**config.mk**
```make
export PLATFORM = sky130hd
export DESIGN_NAME = spc_divider
export DESIGN_NICKNAME = d
export VERILOG_FILES = /design/src/hdl/spc_pkg.sv /design/src/hdl/spc_divider.sv
export SDC_FILE = /design/constraint.sdc
export NUM_CORES = 1
export LEC_CHECK = 0
export BUFFER_PORTS_ARGS = -buffer_cell sky130_fd_sc_hd__buf_2
export CAP_MARGIN = 0
export CORE_MARGIN = 1
export CORE_UTILIZATION = 55
export DETAILED_ROUTE_END_ITERATION = 7
export MAX_ROUTING_LAYER = met4
export PLACE_DENSITY = 0.79
export SETUP_SLACK_MARGIN = 0.05
export SYNTH_ARGS = -nofsm -noshare
export SYNTH_HDL_FRONTEND = slang
export SYNTH_SLANG_ARGS = --single-unit
```
**constraint.sdc**
```tcl
create_clock -name clk -period 11 [get_ports clk]
set_input_delay 1.1 -clock clk [delete_from_list [all_inputs] [get_ports clk]]
set_output_delay 1.1 -clock clk [all_outputs]
set_load 0.01 [all_outputs]
```
**src/hdl/spc_pkg.sv**
```systemverilog
`default_nettype none

package spc_pkg;

  localparam int NUM_BANDS = 256;
  localparam int BAND_W    = $clog2(NUM_BANDS);

  localparam int MAG_W   = 24;
  localparam int IDX_W   = 8;
  localparam int DECAY_W = 16;
  localparam int WSUM_W  = 40;
  localparam int TSUM_W  = 32;
  localparam int WPROD_W = MAG_W + BAND_W + 1;
  localparam int CENT_W  = 16;
  localparam int FRAC_W  = 8;
  localparam int ALPHA_W = 8;

  localparam int IN_TDATA_W  = 32;
  localparam int OUT_TDATA_W = 56;
  localparam int CFG_IDX_W   = 2;
  localparam int CFG_DATA_W  = 32;

  localparam logic [DECAY_W-1:0] DECAY_RESET     = 16'd63570;
  localparam logic [TSUM_W-1:0]  THRESHOLD_RESET = 32'd256000;
  localparam logic [ALPHA_W-1:0] FADE_STEP_RESET = 8'd5;
  localparam logic [ALPHA_W-1:0] ALPHA_RESET     = 8'd255;
  localparam logic [TSUM_W-1:0]  SILENT_VOLUME   = 32'd256;

  typedef enum logic [CFG_IDX_W-1:0] {
    CFG_DECAY_FACTOR      = 2'd0,
    CFG_SILENCE_THRESHOLD = 2'd1,
    CFG_FADE_STEP         = 2'd2,
    CFG_ALPHA_FULL        = 2'd3
  } cfg_reg_t;

  typedef struct packed {
    logic              start;
    logic [WSUM_W-1:0] wsum;
    logic [TSUM_W-1:0] tsum;
  } div_req_t;

  typedef struct packed {
    logic              busy;
    logic              done;
    logic [CENT_W-1:0] quotient;
  } div_sts_t;

endpackage

`default_nettype wire

```
**src/hdl/spc_divider.sv**
```systemverilog
`default_nettype none

module spc_divider (
  input  wire logic              clk,
  input  wire logic              rst,
  input  wire spc_pkg::div_req_t req,
  input  wire logic              take,
  output spc_pkg::div_sts_t      sts
);

  typedef enum logic [1:0] {
    DIV_IDLE,
    DIV_RUN,
    DIV_DONE
  } div_state_t;

  localparam int CNT_W = $clog2(spc_pkg::CENT_W);

  div_state_t                    state;
  logic [spc_pkg::TSUM_W-1:0]    divisor;
  logic [spc_pkg::TSUM_W-1:0]    rem;
  logic [spc_pkg::CENT_W-1:0]    low_bits;
  logic [spc_pkg::CENT_W-1:0]    quotient;
  logic [CNT_W-1:0]              cnt;
  logic [spc_pkg::TSUM_W:0]      trial;
  logic [spc_pkg::TSUM_W:0]      trial_diff;
  logic                          too_big;

  assign trial      = {rem, low_bits[spc_pkg::CENT_W-1]};
  assign trial_diff = trial - {1'b0, divisor};
  assign too_big    = req.wsum >= {req.tsum, spc_pkg::FRAC_W'(0)};

  always_ff @(posedge clk) begin
    if (rst) begin
      state <= DIV_IDLE;
    end else begin
      case (state)
        DIV_IDLE: begin
          if (req.start) begin
            divisor <= req.tsum;
            cnt     <= '0;
            if (req.wsum == '0) begin
              quotient <= '0;
              state    <= DIV_DONE;
            end else if (too_big) begin
              quotient <= '1;
              state    <= DIV_DONE;
            end else begin
              rem      <= req.wsum[spc_pkg::WSUM_W-1:spc_pkg::FRAC_W];
              low_bits <= {req.wsum[spc_pkg::FRAC_W-1:0],
                           (spc_pkg::CENT_W - spc_pkg::FRAC_W)'(0)};
              state    <= DIV_RUN;
            end
          end
        end
        DIV_RUN: begin
          if (!trial_diff[spc_pkg::TSUM_W]) begin
            rem      <= trial_diff[spc_pkg::TSUM_W-1:0];
            quotient <= {quotient[spc_pkg::CENT_W-2:0], 1'b1};
          end else begin
            rem      <= trial[spc_pkg::TSUM_W-1:0];
            quotient <= {quotient[spc_pkg::CENT_W-2:0], 1'b0};
          end
          low_bits <= {low_bits[spc_pkg::CENT_W-2:0], 1'b0};
          cnt      <= cnt + CNT_W'(1);
          if (cnt == CNT_W'(spc_pkg::CENT_W - 1)) begin
            state <= DIV_DONE;
          end
        end
        DIV_DONE: begin
          if (take) begin
            state <= DIV_IDLE;
          end
        end
        default: begin
          state <= DIV_IDLE;
        end
      endcase
    end
  end

  assign sts.busy     = (state == DIV_RUN);
  assign sts.done     = (state == DIV_DONE);
  assign sts.quotient = quotient;

endmodule

`default_nettype wire

```
; Word level (Yosys, flattened, before mapping)
; Cells that the tools add are included.
[op_classes]
addsub = 2
magnitude_cmp = 1
eq_ne = 9
muxes = 22
bitwise_logic = 1
n_reduce_logical = 8
[ops]
columns = operator, n
row1 = two-way mux 32 bit, 4
row2 = two-way mux 16 bit, 6
row3 = case mux 16 bit (2 select lines), 2
row4 = case mux 32 bit (2 select lines), 1
row5 = >= comparator 40 bit, 1
row6 = logical NOT 40 bit, 1
row7 = subtractor 33 x 32 -> 33 bit, 1
row8 = two-way mux 2 bit, 5
row9 = AND reduction 3 bit, 3
row10 = "inequality test 2 bit, second input constant", 4
row11 = case mux 4 bit (2 select lines), 1
row12 = case mux 2 bit (3 select lines), 1
row13 = AND reduction 5 bit, 1
row14 = "adder 4 x 1 -> 4 bit, second input constant", 1
row15 = "equality test 4 bit, second input constant", 1
row16 = two-way mux 4 bit, 1
row17 = AND reduction 4 bit, 1
row18 = "inequality test 3 bit, second input constant", 1
row19 = "equality test 2 x 1 -> 1 bit, second input constant", 1
row20 = "equality test 2 bit, second input constant", 1
row21 = logical NOT 2 bit, 1
row22 = "inequality test 2 x 1 -> 1 bit, second input constant", 1
row23 = nonzero test 2 bit, 1
row24 = two-way mux 1 bit, 1
row25 = NOT 1 bit, 1
[totals]
regBits = 102
output_inout_bits = 18
elab_cells = 49

; Longest topological paths before layout
[logic_depth]
ltp_word = 5
mapped_depth = 15
depth_no_buf = 13

; Least setup slack after synthesis
; OpenSTA, ideal clock, no wires.
[synth_path]
kind = input to register
start = input req[21] (netlist name)
end = register low_bits[10] (netlist name), enable pin
setup_time_ns = 0.653
arrival_ns = 8.801
t_required_ns = 10.347
setup_slack_ns = 1.546
path_stages = 11
path_cell_list = inv_1 ha_1 a21o_1 a21o_1 a21oi_1 nand2_1 a41oi_1 a2111oi_0 nand4_1 nand3_1 a2111oi_0
[synth_via]
elab_chain_cells = 3
[synth_rtl]
columns = element, line
row1 = "start, declared", spc_divider.sv:6  ; input wire spc_pkg::div_req_t req,
row2 = >= comparator 40 bit, spc_divider.sv:31  ; assign too_big = req.wsum >= {req.tsum, spc_pkg::FRAC_W'(0)};
row3 = inequality test 2 bit (no line), -
row4 = AND reduction 5 bit (no line), -
row5 = "end signal, assigned", spc_divider.sv:50  ; low_bits <= {req.wsum[spc_pkg::FRAC_W-1:0],
row6 = "end signal, assigned", spc_divider.sv:64  ; low_bits <= {low_bits[spc_pkg::CENT_W-2:0], 1'b0};
row7 = "end, declared", spc_divider.sv:22  ; logic [spc_pkg::CENT_W-1:0] low_bits;
; No other way between the ends.
; A chain may end at the register's enable or synchronous reset.

; Worst setup path in the final report
[layout_path]
start = register low_bits[15] (netlist name)
end = register rem[11] (netlist name) (data pin)
[layout_via]
elab_chain_cells = 3
[layout_rtl]
columns = element, line
row1 = subtractor 33 x 32 -> 33 bit, spc_divider.sv:30  ; assign trial_diff = trial - {1'b0, divisor};
row2 = two-way mux 32 bit, spc_divider.sv:57  ; if (!trial_diff[spc_pkg::TSUM_W]) begin
row3 = case mux 32 bit (2 select lines), spc_divider.sv:37  ; case (state)
row4 = "end signal, assigned", spc_divider.sv:49  ; rem <= req.wsum[spc_pkg::WSUM_W-1:spc_pkg::FRAC_W];
row5 = "end signal, assigned", spc_divider.sv:58  ; rem <= trial_diff[spc_pkg::TSUM_W-1:0];
row6 = "end signal, assigned", spc_divider.sv:61  ; rem <= trial[spc_pkg::TSUM_W-1:0];
row7 = "end, declared", spc_divider.sv:21  ; logic [spc_pkg::TSUM_W-1:0] rem;
; No other way between the ends.

==> results by group <==
Power and ir drop
  – Total chip power: a little over 1 mW
  – PwrDens: ~140 nW/um^2
  – Max VDD drop: around 0.1 mV
  – Leak: 3.23 nW

Detailed routing
  – Initial DRC Count: 366
  – Via/cell ratio: 5.95
  – WL/cell: between 15 and 20 um
  – DRC Markers: 6
  – Via Count: around 5,500
  – Router iterations before antenna repair: 8
  – ANT nets after route: 0
  – Routed wire length: roughly 16 mm

Finish
  – Nets: roughly 900
  – Share of cells above drive strength 1: approximately 16%
  – Post-route non-filler standard cell count: 929
  – Area Growth Syn to Fin: 13.3%
  – # diodes: 0
  – Post-Layout Inst Area: approximately 7400 sq um

Floorplan
  – Core area: roughly 12,000 sq um
  – Starting density of the core: 56.8%
  – Row Count: 39
  – DIE AREA: around 12,000 sq um
  – Die Y: 111 um
  – I/O pins: between 90 and 100
  – Chip width: ~110 um

Clocking
  – Sink Count: between 90 and 100
  – Clock Latency Late Sink: 360 ps
  – Post-CTS setup buffer count: 0
  – # hold bufs at CTS: 0
  – Worst-path clk slew: ~60 ps
  – CTS tree: done
  – H-tree levels: 3
  – Clock root buffer: clkbuf_16
  – CTS buffer count: 9
  – CTS resizes: 0
  – Clk buf depth: 2

STA
  – Slew HR: 34.9%
  – Number of hold violations in the final report: 0
  – Clk_skew: just under 8 ps
  – Fin. max-slew vios: 0
  – Period utilisation layout: 36.4%
  – Setup TNS: 0 ps
  – Finish-stage setup viols: 0
  – Fin crit period: approximately 4000 ps
  – Fmax: between 200 and 250 MHz
  – Slew at the pin closest to its max-slew limit: about 950 ps
  – Worst-case hold slack: roughly 520 ps
  – Unrepaired setup endpoints after global routing: false

Logic synthesis
  – Post-synth top area cell: edfxtp_1
  – YS warnings: 0
  – Main synth FF type: edfxtp_1
  – Post-synthesis area per instance: around 9.4 sq um
  – Synth Register Bits: 94
  – Async set or reset register ratio after synthesis: 0%
  – EDFF count, synth: between 90 and 100
  – Yosys cell types: 55
  – Post-synth top area share: 42.2%
  – Synth Instances: 696
  – Synth cell count leaders: nand2_1 (96), edfxtp_1 (92), inv_1 (74)
  – Seq/Total Area, Yosys: a little over two fifths
  – Syn nets: about 840
  – Top cells by area, synth: edfxtp_1 (42%), ha_1 (12%), nand2_1 (5.5%)
  – Synthesized cell area: ~6500 sq um
  – Cell with the most instances after synthesis: nand2_1

Run status
  – Status: finished, violations left
  – Failing checks: design-rule violations

Global routing
  – Tot GR Track Use: a little over a quarter
  – Initial antenna violation count: 0
  – Largest net degree at the start of global routing: between 60 and 70
  – GR Util met2: between 40 and 50%
  – GRT Max-Usage Layer: met2
  – Grt total ovfl: 0
  – First-pass GRT wire length: roughly 26 mm
  – Met1 Use GR: between 30% and 40%
  – Vias in the first global route: about 5,500
  – Met3 GRT Util: under 10%

Setup path
  – Largest stage delay, worst path: about 640 ps
  – CP Launch Point: low_bits[15]
  – CP Cell Sequence: inv_1, ha_1, inv_1, fa_1, a211oi_1, o21ai_2, o21ai_1, o21ai_2, a21oi_2, o41ai_4, xnor2_2, buf_4, nor3_1, a211o_1
  – CP Data Required Time: 11,110 ps
  – Worst r2r src: low_bits[15]
  – Startpoint Class: flip-flop
  – Crit path kind: flip-flop to flip-flop
  – Top delay family on crit path: compound AO/OA/AOI/OAI gates
  – Critical-path top delay cell: xnor2_2
  – Buf+Inv Stages, Crit Path: 3
  – CP Capture Type: flip-flop
  – CP max FO: 16
  – Worst Path Arrival: a little over 4000 ps

Hold path
  – Hold Startpoint: low_bits[8]
  – Hold/Removal Path Class: flip-flop to flip-flop

Placement
  – Area of placed instances: ~7100 sq um
  – DP Wirelength: 11.7 mm
  – IO Port Bufs: 93
  – Number of cells after detailed placement: roughly 910
  – RePlAce Congestion: 0.933

Run
  – Max-cap check violation count: 0
## worst reg2reg max path: cells and delay by family (launching register included)
family          cells  cell delay, ps
xor+xnor            1             640
fa+ha+maj           2             590
simple gates        1              80
flops               1             360
compound gates      7            1600
buf+inv             3             480
## report_power, final
group	total (mW)	internal (mW)	leakage [nW]	switching, mW
Clock	0.290	0.152	0.126	0.137
Combinational	0.306	0.118	2.27	0.188
Sequential	0.441	0.428	0.833	0.0122
Total	1.04	0.698	3.23	0.338
## path summary, 6_finish.rpt
check,to,slack [ps],cells past startpoint
setup reg to reg,rem[11],7000,14
hold reg to reg,low_bits[9],520,2
hold / removal,low_bits[9],520,2
setup / recovery,rem[11],7000,14
## per-stage QoR
step                      setup slack, ps  utilization [%]
after floorplan                      1550                -
after global placement               6920             62.0
after detailed placement             6720             62.0
after CTS                            6970             64.4
after global routing                 6730             64.4
final                                7000             64.4
## final cells by class
cell class,instances,area (sq um)
multi-input cells,502,3370
clock inverters,6,37.5
clock buffers,10,229
well taps,143,179
inverters,75,282
flip-flops and latches,94,2800
fillers,915,4110
repair buffers,99,510
## state kept, by name (all words and copies together) (netlist names)
signal,count
low_bits,8
rem,32
quotient,16
state,2
cnt,4
divisor,32
## per-layer routing
| layer | share of wire (%) | vias up | routed length [um] |
|---|---|---|---|
| li1 | - | 2695 | - |
| met1 | 44 | 2626 | 6870 |
| met2 | 49 | 183 | 7660 |
| met3 | 5.5 | 26 | 868 |
| met4 | 2.1 | 0 | 337 |
| met5 | 0 | - | 0 |
## cell usage in the layout (no fill, tap or decap), types with 4 or more instances in the layout
master     instances
nand3_1           11
inv_1             74
nor2b_1            7
mux2i_1            6
nand4_1           11
o21ai_1            8
nand2_1           96
a31oi_1           27
xor2_1             9
a21o_1            20
nor3_1             9
clkbuf_16          9
ha_1              65
xnor2_1           19
nor4_1            14
buf_4              6
buf_2             93
and3_1             4
edfxtp_1          92
a21oi_1           41
o211ai_1           5
nor2_1            48
o21a_1            20
nand2b_1           7
o21ai_0           25
a211oi_1           6
## logic make-up (layout without fill, tap and decap cells)
kind of cell    after synthesis  count (layout)  share of synthesized area [%]
compound gates              183             183                           18.5
simple gates                217             217                           15.0
flops                        94              94                           42.8
buf+inv                     100             190                           6.03
mux                           6               6                          0.918
fa+ha+maj                    66              66                           12.7
xor+xnor                     30              30                           4.02
No activity file was read; power rests on OpenSTA's default activity.
